--- src/rtl/dpl_pkg.sv ---
// Package for the dual pump level controller.
// Holds the configuration record, channel status record, register indexes and reset values.
// Used by every module of the block; it depends on nothing.
`timescale 1ns / 1ps
`default_nettype none

package dpl_pkg;

	// Register indexes on the configuration port.
	localparam logic [1:0] REG_DRY_RUN_TIMEOUT = 2'd0;
	localparam logic [1:0] REG_BLINK_HALF      = 2'd1;
	localparam logic [1:0] REG_HEARTBEAT       = 2'd2;
	localparam logic [1:0] REG_REBOOT_LIMIT    = 2'd3;

	localparam int CFG_DATA_W = 16;
	localparam int RUN_W      = 16;
	localparam int BLINK_W    = 12;
	localparam int BEAT_W     = 10;
	localparam int IDLE_W     = 16;

	// Register values after reset.
	localparam logic [RUN_W-1:0]   RST_DRY_RUN_TIMEOUT = 16'd10000;
	localparam logic [BLINK_W-1:0] RST_BLINK_HALF      = 12'd500;
	localparam logic [BEAT_W-1:0]  RST_HEARTBEAT       = 10'd100;
	localparam logic [IDLE_W-1:0]  RST_REBOOT_LIMIT    = 16'd3000;

	// Configuration registers as one record.
	typedef struct packed {
		logic [RUN_W-1:0]   dry_run_timeout_ms;
		logic [BLINK_W-1:0] blink_half_period_ms;
		logic [BEAT_W-1:0]  heartbeat_period_ms;
		logic [IDLE_W-1:0]  reboot_limit;
	} cfg_t;

	// What one pump channel reports.
	typedef struct packed {
		logic running;
		logic led;
	} chan_status_t;

endpackage

`default_nettype wire

--- src/rtl/dpl_channel.sv ---
// One pump channel: hysteresis demand, dry-run timeout with fault latch, blinking error LED.
// Depends on dpl_pkg for the configuration and status records.
`timescale 1ns / 1ps
`default_nettype none

module dpl_channel (
	input  wire logic                  clk,
	input  wire logic                  arst_n,
	input  wire logic                  advance,
	input  wire logic                  soft_reset,
	input  wire logic                  start_sw_n,
	input  wire logic                  stop_sw_n,
	input  wire dpl_pkg::cfg_t         cfg,
	output dpl_pkg::chan_status_t      cur,
	output dpl_pkg::chan_status_t      nxt
);

	logic                         running_q, fault_q, led_q;
	logic [dpl_pkg::RUN_W-1:0]    run_timer_q;
	logic [dpl_pkg::BLINK_W-1:0]  blink_timer_q;

	logic                         running_d, fault_d, led_d;
	logic [dpl_pkg::RUN_W-1:0]    run_timer_d;
	logic [dpl_pkg::BLINK_W-1:0]  blink_timer_d;
	logic [dpl_pkg::BLINK_W-1:0]  blink_inc;
	logic [dpl_pkg::RUN_W-1:0]    run_inc;
	logic                         start, hold;

	assign start     = !start_sw_n;
	assign hold      = !stop_sw_n;
	assign blink_inc = blink_timer_q + 1'b1;
	assign run_inc   = (run_timer_q == '1) ? run_timer_q : run_timer_q + 1'b1;

	// Next state for one tick.
	always_comb begin
		running_d     = running_q;
		fault_d       = fault_q;
		led_d         = led_q;
		run_timer_d   = run_timer_q;
		blink_timer_d = blink_timer_q;
		if (soft_reset) begin
			running_d     = 1'b0;
			fault_d       = 1'b0;
			led_d         = 1'b0;
			run_timer_d   = '0;
			blink_timer_d = '0;
		end else if (fault_q) begin
			// Faulted: pump stays off, only the LED blinks.
			if (blink_inc >= cfg.blink_half_period_ms) begin
				blink_timer_d = '0;
				led_d         = !led_q;
			end else begin
				blink_timer_d = blink_inc;
			end
		end else if (start || (hold && running_q)) begin
			if (!running_q) begin
				running_d   = 1'b1;
				run_timer_d = '0;
			end else begin
				run_timer_d = run_inc;
				if (start && run_inc >= cfg.dry_run_timeout_ms) begin
					fault_d   = 1'b1;
					running_d = 1'b0;
				end
			end
		end else begin
			running_d = 1'b0;
		end
	end

	// State registers advance once per accepted item.
	always_ff @(posedge clk or negedge arst_n) begin
		if (!arst_n) begin
			running_q     <= 1'b0;
			fault_q       <= 1'b0;
			led_q         <= 1'b0;
			run_timer_q   <= '0;
			blink_timer_q <= '0;
		end else if (advance) begin
			running_q     <= running_d;
			fault_q       <= fault_d;
			led_q         <= led_d;
			run_timer_q   <= run_timer_d;
			blink_timer_q <= blink_timer_d;
		end
	end

	assign cur.running = running_q;
	assign cur.led     = led_q;
	assign nxt.running = running_d;
	assign nxt.led     = led_d;

endmodule

`default_nettype wire

--- src/rtl/dpl_heartbeat.sv ---
// Heartbeat timer, heartbeat LED level and idle-period counter that triggers the soft reset.
// Depends on dpl_pkg for the configuration record and field widths.
`timescale 1ns / 1ps
`default_nettype none

module dpl_heartbeat (
	input  wire logic          clk,
	input  wire logic          arst_n,
	input  wire logic          advance,
	input  wire logic          pumps_idle,
	input  wire dpl_pkg::cfg_t cfg,
	output logic               soft_reset,
	output logic               beat_level_d
);

	logic [dpl_pkg::BEAT_W-1:0] beat_timer_q, beat_timer_d, beat_inc;
	logic [dpl_pkg::IDLE_W-1:0] idle_periods_q, idle_periods_d;
	logic                       beat_level_q;
	logic                       period_end;

	assign beat_inc   = beat_timer_q + 1'b1;
	assign period_end = beat_inc >= cfg.heartbeat_period_ms;
	assign soft_reset = period_end && (idle_periods_q >= cfg.reboot_limit);

	// Next state; pump states seen here are those left by the previous item.
	always_comb begin
		beat_timer_d   = beat_inc;
		idle_periods_d = idle_periods_q;
		beat_level_d   = beat_level_q;
		if (soft_reset) begin
			beat_timer_d   = '0;
			idle_periods_d = '0;
			beat_level_d   = 1'b0;
		end else if (period_end) begin
			beat_timer_d = '0;
			beat_level_d = !beat_level_q;
			if (pumps_idle) begin
				idle_periods_d = idle_periods_q + 1'b1;
			end
		end
	end

	always_ff @(posedge clk or negedge arst_n) begin
		if (!arst_n) begin
			beat_timer_q   <= '0;
			idle_periods_q <= '0;
			beat_level_q   <= 1'b0;
		end else if (advance) begin
			beat_timer_q   <= beat_timer_d;
			idle_periods_q <= idle_periods_d;
			beat_level_q   <= beat_level_d;
		end
	end

endmodule

`default_nettype wire

--- src/rtl/dual_pump_level_controller.sv ---
// Dual pump level controller, one input item per millisecond tick.
// An accepted item's result is in the output register in the cycle after it is accepted.
// Throughput: one item per cycle; while a finished result is stalled the input is stalled too.
// Reset: arst_n clears all state and the output register and loads the default registers.
// Depends on dpl_pkg, dpl_channel and dpl_heartbeat.
`timescale 1ns / 1ps
`default_nettype none

module dual_pump_level_controller (
	input  wire logic                           clk,
	input  wire logic                           arst_n,
	input  wire logic                           cfg_we,
	input  wire logic [1:0]                     cfg_index,
	input  wire logic [dpl_pkg::CFG_DATA_W-1:0] cfg_data,
	input  wire logic                           in_valid,
	output logic                                in_stall,
	input  wire logic                           start_sw_a_n,
	input  wire logic                           stop_sw_a_n,
	input  wire logic                           start_sw_b_n,
	input  wire logic                           stop_sw_b_n,
	output logic                                out_valid,
	input  wire logic                           out_stall,
	output logic                                pump_a_on,
	output logic                                pump_b_on,
	output logic                                error_led_a,
	output logic                                error_led_b,
	output logic                                heartbeat_led,
	output logic                                soft_reset_pulse
);

	dpl_pkg::cfg_t         cfg_q;
	dpl_pkg::chan_status_t cur_a, cur_b, nxt_a, nxt_b;
	logic                  accept, soft_reset, beat_level_d;

	// Input is held only while a finished result is stalled.
	assign in_stall = out_valid && out_stall;
	assign accept   = in_valid && !in_stall;

	// Configuration registers.
	always_ff @(posedge clk or negedge arst_n) begin
		if (!arst_n) begin
			cfg_q.dry_run_timeout_ms   <= dpl_pkg::RST_DRY_RUN_TIMEOUT;
			cfg_q.blink_half_period_ms <= dpl_pkg::RST_BLINK_HALF;
			cfg_q.heartbeat_period_ms  <= dpl_pkg::RST_HEARTBEAT;
			cfg_q.reboot_limit         <= dpl_pkg::RST_REBOOT_LIMIT;
		end else if (cfg_we) begin
			case (cfg_index)
				dpl_pkg::REG_DRY_RUN_TIMEOUT: begin
					cfg_q.dry_run_timeout_ms <= cfg_data[dpl_pkg::RUN_W-1:0];
				end
				dpl_pkg::REG_BLINK_HALF: begin
					cfg_q.blink_half_period_ms <= cfg_data[dpl_pkg::BLINK_W-1:0];
				end
				dpl_pkg::REG_HEARTBEAT: begin
					cfg_q.heartbeat_period_ms <= cfg_data[dpl_pkg::BEAT_W-1:0];
				end
				dpl_pkg::REG_REBOOT_LIMIT: begin
					cfg_q.reboot_limit <= cfg_data[dpl_pkg::IDLE_W-1:0];
				end
				default: begin
				end
			endcase
		end
	end

	// Heartbeat and soft reset decision.
	dpl_heartbeat u_beat (
		.clk          (clk),
		.arst_n       (arst_n),
		.advance      (accept),
		.pumps_idle   (!cur_a.running && !cur_b.running),
		.cfg          (cfg_q),
		.soft_reset   (soft_reset),
		.beat_level_d (beat_level_d)
	);

	// The two pump channels.
	dpl_channel u_chan_a (
		.clk        (clk),
		.arst_n     (arst_n),
		.advance    (accept),
		.soft_reset (soft_reset),
		.start_sw_n (start_sw_a_n),
		.stop_sw_n  (stop_sw_a_n),
		.cfg        (cfg_q),
		.cur        (cur_a),
		.nxt        (nxt_a)
	);

	dpl_channel u_chan_b (
		.clk        (clk),
		.arst_n     (arst_n),
		.advance    (accept),
		.soft_reset (soft_reset),
		.start_sw_n (start_sw_b_n),
		.stop_sw_n  (stop_sw_b_n),
		.cfg        (cfg_q),
		.cur        (cur_b),
		.nxt        (nxt_b)
	);

	// Output valid flag.
	always_ff @(posedge clk or negedge arst_n) begin
		if (!arst_n) begin
			out_valid <= 1'b0;
		end else if (accept) begin
			out_valid <= 1'b1;
		end else if (!out_stall) begin
			out_valid <= 1'b0;
		end
	end

	// Result register; a soft reset leaves every state zero, so the item reads all zero but for soft_reset_pulse.
	always_ff @(posedge clk or negedge arst_n) begin
		if (!arst_n) begin
			pump_a_on        <= 1'b0;
			pump_b_on        <= 1'b0;
			error_led_a      <= 1'b0;
			error_led_b      <= 1'b0;
			heartbeat_led    <= 1'b0;
			soft_reset_pulse <= 1'b0;
		end else if (accept) begin
			pump_a_on        <= nxt_a.running;
			pump_b_on        <= nxt_b.running;
			error_led_a      <= nxt_a.led;
			error_led_b      <= nxt_b.led;
			heartbeat_led    <= beat_level_d;
			soft_reset_pulse <= soft_reset;
		end
	end

`ifndef ASSERT_OFF
	a_stall_needs_result: assert property (@(posedge clk) disable iff (!arst_n)
		in_stall |-> out_valid)
		else $error("input stalled with no result pending");

	a_accept_gives_result: assert property (@(posedge clk) disable iff (!arst_n)
		accept |=> out_valid)
		else $error("accepted item produced no result");

	a_soft_reset_clears: assert property (@(posedge clk) disable iff (!arst_n)
		(out_valid && soft_reset_pulse) |-> (!pump_a_on && !pump_b_on &&
		!error_led_a && !error_led_b && !heartbeat_led))
		else $error("soft reset result not all zero");

	a_fault_a_pump_off: assert property (@(posedge clk) disable iff (!arst_n)
		(out_valid && error_led_a) |-> !pump_a_on)
		else $error("channel A pump runs while its error LED is lit");

	a_fault_b_pump_off: assert property (@(posedge clk) disable iff (!arst_n)
		(out_valid && error_led_b) |-> !pump_b_on)
		else $error("channel B pump runs while its error LED is lit");
`endif

endmodule

`default_nettype wire

--- config.mk ---
export PLATFORM = sky130hd
export DESIGN_NAME = dual_pump_level_controller
export DESIGN_NICKNAME = d
export VERILOG_FILES = /design/src/rtl/dpl_pkg.sv /design/src/rtl/dpl_channel.sv /design/src/rtl/dpl_heartbeat.sv /design/src/rtl/dual_pump_level_controller.sv
export SDC_FILE = /design/constraint.sdc
export NUM_CORES = 1
export LEC_CHECK = 0
export BUFFER_PORTS_ARGS = -buffer_cell sky130_fd_sc_hd__buf_2
export CORE_ASPECT_RATIO = 0.5
export CORE_MARGIN = 5
export CORE_UTILIZATION = 60
export DETAILED_ROUTE_END_ITERATION = 8
export GPL_TIMING_DRIVEN = 0
export PLACE_DENSITY = 0.84
export SYNTH_ARGS = -nofsm -noshare
export SYNTH_HDL_FRONTEND = slang
export SYNTH_SLANG_ARGS = --single-unit
--- constraint.sdc ---
create_clock -name clk -period 7.2 [get_ports clk]
set_input_delay 0.36 -clock clk [delete_from_list [all_inputs] [get_ports clk]]
set_output_delay 0.36 -clock clk [all_outputs]
set_load 0.01 [all_outputs]
======== Word level (Yosys, flattened, before mapping) ========
Cells that the tools add are included.
storage, ports and cells
  output and inout port bits .............. 8
  input bits .............................. 27
  bits in registers ....................... 145
  logic and storage cells ................. 133
operators by class
  multiplexer cells ....................... 51
  add/sub/neg operators ................... 6
  equality and inequality tests ........... 8
  reduce and logical (&&, ||, !) cells .... 43
  magnitude comparators ................... 6
operators with widths
  operator                                               number
  two-way mux 16 bit                                     13
  two-way mux 12 bit                                     6
  adder 16 x 1 -> 16 bit, second input constant          3
  >= comparator 16 bit                                   3
  == test 16 bit, second input constant                  2
  two-way mux 1 bit                                      30
  adder 12 x 1 -> 12 bit, second input constant          2
  >= comparator 12 bit                                   2
  two-way mux 10 bit                                     2
  AND reduction 2 bit                                    9
  nonzero test 2 bit                                     8
  AND reduction 3 bit                                    5
  adder 10 x 1 -> 10 bit, second input constant          1
  >= comparator 10 bit                                   1
  zero test 1 bit                                        10
  logical AND 1 bit                                      8
  == test 2 bit, second input constant                   2
  inequality test 2 bit, second input constant           2
  == test 2 x 1 -> 1 bit, second input constant          1
  zero test 2 bit                                        1
  logical OR 1 bit                                       2
  inequality test 2 x 1 -> 1 bit, second input constant  1

======== Depth between registers and ports, before layout ========
Gate-level depths: netlist (run 1).
  depth in word-level cells ............... 9
  mapped depth ............................ 15
  gate-level depth less buffers ........... 14

======== Cells and area by module ========
Synthesis (run 1) repeated with hierarchy kept, for this count alone.
unflattened totals
  cells, all modules ...................... 1,088
  area total of the unflattened synthesis .. 10,238.6 um2
modules (own cells, without submodules)
  module                      seq. area each (um2)  instances  cells an instance  area each (um2)
  dpl_channel                 775.7                 2          356                2,871.5
  dual_pump_level_controller  1,552.7               1          133                2,338.5
  dpl_heartbeat               675.6                 1          243                2,157.1

======== Least setup slack after synthesis (run 1) ========
OpenSTA, ideal clock, no wires.
  path kind ............................... reg2reg
  start point ............................. reg u_beat.beat_timer_q[0] (netlist bit)
  end point ............................... reg u_chan_b.blink_timer_q[2] (netlist bit)
  path buffers ............................ 2
  library setup time ...................... 120 ps
  stages on the path, launching flop included .. 16
  data arrival time ....................... 3,050 ps
  setup slack ............................. 4,030 ps
  clock period less this slack ............ 3,170 ps
  data required time ...................... 7,080 ps
  path through ............................ dfrtp_1 ha_1 nand3_1 nor2_1 nand3_1 xnor2_1 ha_1 o21ai_1 o21bai_2 nor2_1 a21oi_1 buf_2 nand2_2 buf_6 a32o_1 a31o_1
on the way
  cells in the longest elaborated chain, start to end .. 5
  elaborated cells on any way between the ends .. 6
  those cells by class .................... add/sub (1); order compare (1); mux (1); reduce/logical (3)
ends and longest elaborated chain
  element                        line                 text
  start: declaration             dpl_heartbeat.sv:16  logic [dpl_pkg::BEAT_W-1:0] beat_timer_q, beat_timer_d, beat_inc;
  start signal: assignment       dpl_heartbeat.sv:49  beat_timer_q <= beat_timer_d;
  adder 10 x 1 -> 10 bit *       dpl_heartbeat.sv:21  assign beat_inc = beat_timer_q + 1'b1;
  >= comparator 10 bit *         dpl_heartbeat.sv:22  assign period_end = beat_inc >= cfg.heartbeat_period_ms;
  logical AND 1 bit *            dpl_heartbeat.sv:23  assign soft_reset = period_end && (idle_periods_q >= cfg.reboot_limit);
  nonzero test 2 bit (no line)   --
  AND reduction 2 bit (no line)  --
  end signal: assignment         dpl_channel.sv:84    blink_timer_q <= blink_timer_d;
  end: declaration               dpl_channel.sv:20    logic [dpl_pkg::BLINK_W-1:0] blink_timer_q;
Mark *: on every way between the ends. The rest lies on a longest branch, timed or not.
A chain may end at the register's enable or synchronous reset.

======== Final worst setup path (run 1) ========
Same ends and word-level chain as after synthesis.

==> results of run 1 <==
-- critical path: cells and delay by family, from the launching register on --
kind	cells	cell delay, ns
flip-flops	1	0.44
buffers and inverters	2	0.58
AND/OR/NAND/NOR	6	0.89
adder cells (fa/ha/maj)	2	0.58
AO/OA/AOI/OAI	4	1.31
XOR/XNOR	1	0.16
-- sequential cells by signal, indices dropped and copies added, names as in the netlist --
name	count
u_chan_a.running_q	1
u_chan_b.running_q	1
u_chan_b.led_q	1
u_chan_a.run_timer_q	16
u_chan_b.run_timer_q	16
u_beat.beat_level_q	1
out_valid	1
u_beat.idle_periods_q	16
u_chan_a.fault_q	1
u_beat.beat_timer_q	10
cfg_q	54
u_chan_a.blink_timer_q	12
soft_reset_pulse	1
u_chan_b.blink_timer_q	12
u_chan_b.fault_q	1
u_chan_a.led_q	1
-- synth_stat cells, drive strengths merged, types with 7 or more instances --
library cell  number
a211oi            10
a21o              11
a21oi             43
a22o              33
a31o               7
a31oi             11
and3              20
buf               14
clkbuf            12
dfrtp            124
dfstp             21
ha                88
inv               71
mux2              43
nand2             94
nand2b            11
nand3             38
nand4             15
nor2              60
nor3              14
o21ai             62
xnor2             39
xor2              25
-- final timing paths --
path	depth (start not counted)	endpoint	from
setup / recovery	15	u_chan_b.blink_timer_q[2]	u_beat.beat_timer_q[0]
hold / removal	2	out_valid	in_valid
setup reg to reg	15	u_chan_b.blink_timer_q[2]	u_beat.beat_timer_q[0]
hold reg to reg	1	soft_reset_pulse	soft_reset_pulse
max in group asynchronous	3	cfg_q[22]	arst_n
min in group asynchronous	2	u_chan_a.run_timer_q[13]	arst_n
-- metal layers --
layer | GRT usage (%) | vias up | part of all wire, %
met4 | 9.57 | 0 | 3.0
met2 | 44.0 | 292 | 48
met1 | 34.3 | 3752 | 42
li1 | - | 3543 | -
met3 | 6.48 | 63 | 6.8
met5 | 0 | - | 0
-- area by class of cell --
| cell class | instances | area [um2] |
|---|---|---|
| clock inverter | 13 | 186 |
| clock buffer | 19 | 443 |
| timing repair buffer | 36 | 214 |
| inverter | 71 | 267 |
| tap | 204 | 255 |
| fill | 1070 | 4890 |
| multi-input combinational | 711 | 5190 |
| sequential | 145 | 3650 |
| buffer | 26 | 146 |
-- kinds of logic after synthesis --
kind of cell | share of synthesized area (%)
DFF | 39.5
xor gates and xnor gates | 6.05
and+or+nand+nor | 15.5
AOI/OAI and AO/OA | 17.2
buffers and inverters | 4.46
adders and majority gates | 11.9
muxes | 5.44
-- metrics by stage --
step	util [%]	hold slack, ns	instance area, um2
2_1_floorplan	-	0.0644	9260
3_3_place_gp	63.5	0.456	9690
3_5_place_dp	63.7	0.316	9720
4_1_cts	67.9	0.168	10400
5_1_grt	67.9	0.178	10400
6_report	67.9	0.166	10400
-- where the power goes --
part           total, mW  switching, mW  internal [mW]  leakage (nW)
Clock              0.961          0.371          0.589         0.295
Combinational      0.558          0.321          0.237          2.77
Sequential          1.01         0.0884          0.926          1.85
==> flow_summary_export.csv, run 1 <==
group,metric,value,unit
cts,clockRootBuffer,"clkbuf_16",
placed_design,post-place-ws,3.34,ns
sta,tns,0,ns
die,die_h,97.9,um
pwr,power.density,245,nW/um2
setup_path,end_kind,"register",
setup_path,cp_cell_sequence,"ha_1 -> nand3_1 -> nor2_1 -> nand3_1 -> xnor2_1 -> ha_1 -> nand4_1 -> a21oi_1 -> nor2_1 -> a21oi_1 -> buf_2 -> nand2_2 -> buf_6 -> a32o_1 -> a31o_1",
global_route,antenna_found_initial,0,
sta,timing.fmax,244,MHz
drt,via_per_inst,6.24,
drt,drtAntennaViolNets,0,
setup_path,slowest_stage,"a21oi_1",
die,row_count,32,
logic_synthesis,yosysTopAreaCellShare,33.5,%
die,io_pins,35,
logic_synthesis,synth_top_area_cell,"dfrtp_1",
cells_and_area,layout_commonest_cell,"dfrtp_1",
logic_synthesis,synth_edf_count,0,
cts,clk_latency,0.43,ns
drt,post_drt_wl_per_cell,19.0,um
sta,fin_crit_sh,56.8,%
drt,drt_wl_total,23.2,mm
logic_synthesis,ys_seq_area_share,39.5,%
pwr,ir_drop,0.164,mV
sta,hold_viol,0,
placed_design,place_congestion,0.881,
job,drv_cap,0,
hold_path,hold_class,"in -> reg",
logic_synthesis,synth-warning-count,0,
drt,vias,7650,
die,coreArea,15300,um2
cells_and_area,layout_common_cells,"dfrtp_1 (124), nand2_1 (93), ha_1 (88), inv_1 (71), nor2_1 (58)",
global_route,grt_use_total,26.6,%
setup_path,path_class,"reg -> reg",
pwr,power_leakage,4.91,nW
setup_path,required,7.51,ns
cts,cts_tree,"built",
drt,route.detailed.drc,0,
cells_and_area,area_growth,11.9,%
cells_and_area,final_nets,1123,
sta,slew_headroom,33.8,%
die,start_util,60.7,%
die,die_x,186,um
cells_and_area,drive_gt1_share,16.6,%
cells_and_area,antenna_cells,0,
pwr,p_total,2.53,mW
sta,finClkSkew,0.0177,ns
placed_design,numPortBuffers,34,
setup_path,rrSetupSlack,3.11,ns
logic_synthesis,synth_top_flop_cell,"dfrtp_1",
cts,clkTransAtPathRegs,0.07,ns
cts,hold_buffers,1,
die,die_area,18200,um2
logic_synthesis,ys_seq_elements,145,
placed_design,place_inst,1192,
cts,numCtsBuffers,17,
cts,clk_path_buf_depth,2,
sta,setup_viol,0,
status,outcome,"finished, final reports clean",
logic_synthesis,netlist_area,9260,um2
sta,maxSlewViolCount,0,
global_route,grt_pass1_vias,7652,
sta,timing.final.crit_period,4.09,ns
drt,drt_first_pass_iters,5,
logic_synthesis,synth_fp_nets,1068,
sta,setup_ws,3.11,ns
global_route,grt_pass1_wl,38.6,mm
placed_design,place_hpwl,16.8,mm
logic_synthesis,async_flop_share,100,%
sta,worst_pin_slew,0.991,ns
cts,postCtsSetupBuffers,0,
cts,clkSinkCount,145,
logic_synthesis,syn_avg_cell_area,9.72,um2
setup_path,crit_path_start_kind,"register",
cts,htree_num_levels,4,
sta,rsz0062_at_grt,"false",
global_route,grt_max_degree,103,
setup_path,worst-path-max-fanout,10,
logic_synthesis,synth.distinct_cells,78,
cells_and_area,layoutNonFillerInstCount,1225,
drt,first_iter_violations,612,
cts,cts_resized,0,
global_route,overflow,0,
logic_synthesis,syn_inst,953,
setup_path,cp_slowest_stage_delay,0.63,ns
setup_path,cp.arrival,4.41,ns
logic_synthesis,synth.area.top_cells,"dfrtp_1 (33%), ha_1 (12%), dfstp_2 (6.0%), mux2_2 (5.2%), nand2_1 (3.8%)",
(Power assumes the default switching activity.)
==> inputs of run 2 (changes only) <==
Clock period 7.2 ns to 4.2 ns, I/O delays scaled along.
==> run 2 against run 1 <==
Total power rose by 72%. Flip-flop and latch count did not move. Register-to-register slack worse by 2.8 ns. Critical endpoint unchanged. Largest cell class unchanged.
==> flow_summary_export.csv, run 2 (synthesized netlist as in run 1, its figures left out) <==
group,metric,value,unit
cts,htree_num_levels,4,
drt,first_iter_violations,635,
placed_design,place_hpwl,16.8,mm
setup_path,required,4.51,ns
setup_path,path_class,"reg -> reg",
pwr,switching_power,1.35,mW
cts,postCtsSetupBuffers,0,
cells_and_area,layout_commonest_cell,"dfrtp_1",
cts,clkTransAtPathRegs,0.07,ns
setup_path,cp_cell_sequence,"ha_1 -> nand3_1 -> nor2_1 -> nand3_1 -> xnor2_1 -> ha_1 -> nand4_1 -> a21oi_1 -> nor2_1 -> a21oi_2 -> buf_2 -> nand2_2 -> buf_6 -> a32o_1 -> a31o_1",
status,outcome,"finished, final reports clean",
global_route,grt_use_total,26.6,%
sta,rsz0062_at_grt,"false",
cts,clockRootBuffer,"clkbuf_16",
sta,hold_viol,0,
cells_and_area,utilization,68.0,%
drt,via_per_inst,6.24,
global_route,grt_max_degree,103,
sta,setup_viol,0,
global_route,grt_pass1_wl,38.6,mm
die,die_h,97.9,um
drt,drt_first_pass_iters,5,
cells_and_area,area_growth,12.0,%
setup_path,worst-path-max-fanout,10,
sta,finClkSkew,0.0170,ns
hold_path,hold_class,"in -> reg",
cells_and_area,largest_reg_flops,54,
pwr,power.density,420,nW/um2
die,start_util,60.7,%
pwr,ir_drop,0.280,mV
cells_and_area,nFillCells,1068,
setup_path,reg2reg_depth,15,
cells_and_area,multi_input_area,5210,um2
setup_path,slowest_stage,"dfrtp_1",
cells_and_area,drive_gt1_share,16.7,%
cells_and_area,top_register,"cfg_q",
global_route,overflow,0,
sta,timing.fmax,260,MHz
drt,route.detailed.drc,0,
cells_and_area,layoutNonFillerInstCount,1225,
sta,timing.final.crit_period,3.85,ns
placed_design,place_congestion,0.881,
pwr,p_comb_share,22.2,%
global_route,grt_pass1_vias,7652,
die,die_area,18200,um2
sta,fin_crit_sh,91.6,%
cells_and_area,layout_common_cells,"dfrtp_1 (124), nand2_1 (93), ha_1 (88), inv_1 (71), nor2_1 (58)",
cts,clk_path_buf_depth,2,
die,coreArea,15300,um2
placed_design,numPortBuffers,34,
pwr,seqPwrFrac,40.0,%
cts,clkSinkCount,145,
pwr,clockPowerShare,37.8,%
die,die_x,186,um
die,row_count,32,
drt,drt_wl_total,23.2,mm
cells_and_area,seqCellArea,3650,um2
cts,clk_latency,0.43,ns
setup_path,end_kind,"register",
global_route,antenna_found_initial,0,
cts,numCtsBuffers,17,
sta,maxSlewViolCount,0,
cells_and_area,final_nets,1123,
sta,slew_headroom,46.6,%
drt,drtAntennaViolNets,0,
pwr,intPower,3.01,mW
setup_path,crit_path_start_kind,"register",
pwr,power_leakage,4.91,nW
pwr,p_sw_share,31.0,%
drt,vias,7646,
placed_design,place_inst,1192,
cts,cts_tree,"built",
die,io_pins,35,
setup_path,cp_slowest_stage_delay,0.44,ns
sta,tns,0,ns
hold_path,hold_depth,2,
sta,worst_pin_slew,0.799,ns
job,drv_cap,0,
setup_path,cp.arrival,4.16,ns
cells_and_area,antenna_cells,0,
sta,timing.hold.ws,0.0208,ns
drt,post_drt_wl_per_cell,18.9,um
[run 2: final cells by class]
cell class	count	share of cell area (%)
Buffer	26	1.41
Clock buffer	19	4.27
Clock inverter	13	1.80
Inverter	71	2.57
Multi-Input combinational cell	711	50.2
Sequential cell	145	35.2
Tap cell	204	2.46
Timing Repair Buffer	36	2.06
[run 2: what timing repair did]
action | 4_1_cts | 5_1_grt
hold buffers | 1 | 0
setup endpoints to repair | 0 | 11
endpoints found under the hold margin | 43 | 0
resized for setup | 0 | 2
[run 2: worst paths after layout]
| kind | from | end | slack, ns |
|---|---|---|---|
| worst max-delay path | u_beat.beat_timer_q[0] | u_chan_b.blink_timer_q[2] | 0.35 |
| worst min-delay path | in_valid | out_valid | 0.02 |
| worst max register to register | u_beat.beat_timer_q[0] | u_chan_b.blink_timer_q[2] | 0.35 |
| worst min register to register | soft_reset_pulse | soft_reset_pulse | 0.48 |
| max in group asynchronous | arst_n | cfg_q[33] | 3.09 |
| min in group asynchronous | arst_n | u_chan_a.run_timer_q[13] | 0.27 |
[run 2: per-layer routing]
layer | share of wire (%) | up-vias | track usage, %
li1 | - | 3543 | -
met5 | 0 | - | 0
met2 | 48 | 289 | 44.0
met4 | 3.5 | 0 | 9.57
met1 | 42 | 3739 | 34.3
met3 | 6.5 | 75 | 6.48
[run 2: power by group through the flow]
stage,sequential [mW],combinational [mW],clock (mW)
6_report,1.74,0.966,1.65
5_1_grt,1.76,1.10,1.72
4_1_cts,1.74,0.954,1.64
3_5_place_dp,1.76,0.930,0
3_3_place_gp,1.74,0.873,0
2_1_floorplan,1.72,0.665,0
[run 2: metrics by stage]
stage	power, mW	setup WS [ns]	cell area (um2)
finish	4.35	0.351	10400
global route	4.58	0.0841	10400
CTS	4.33	0.212	10400
detailed placement	2.69	0.339	9720
global placement	2.62	0.445	9690
floorplan	2.38	1.03	9260
[run 2: worst max-delay path: cells and delay by family, from the launching register on]
family / cells / cell delay [ns]
compound gates: 4 / 1.06
simple gates: 6 / 0.93
fa+ha+maj: 2 / 0.59
buf+inv: 2 / 0.54
flops: 1 / 0.44
xor+xnor: 1 / 0.16
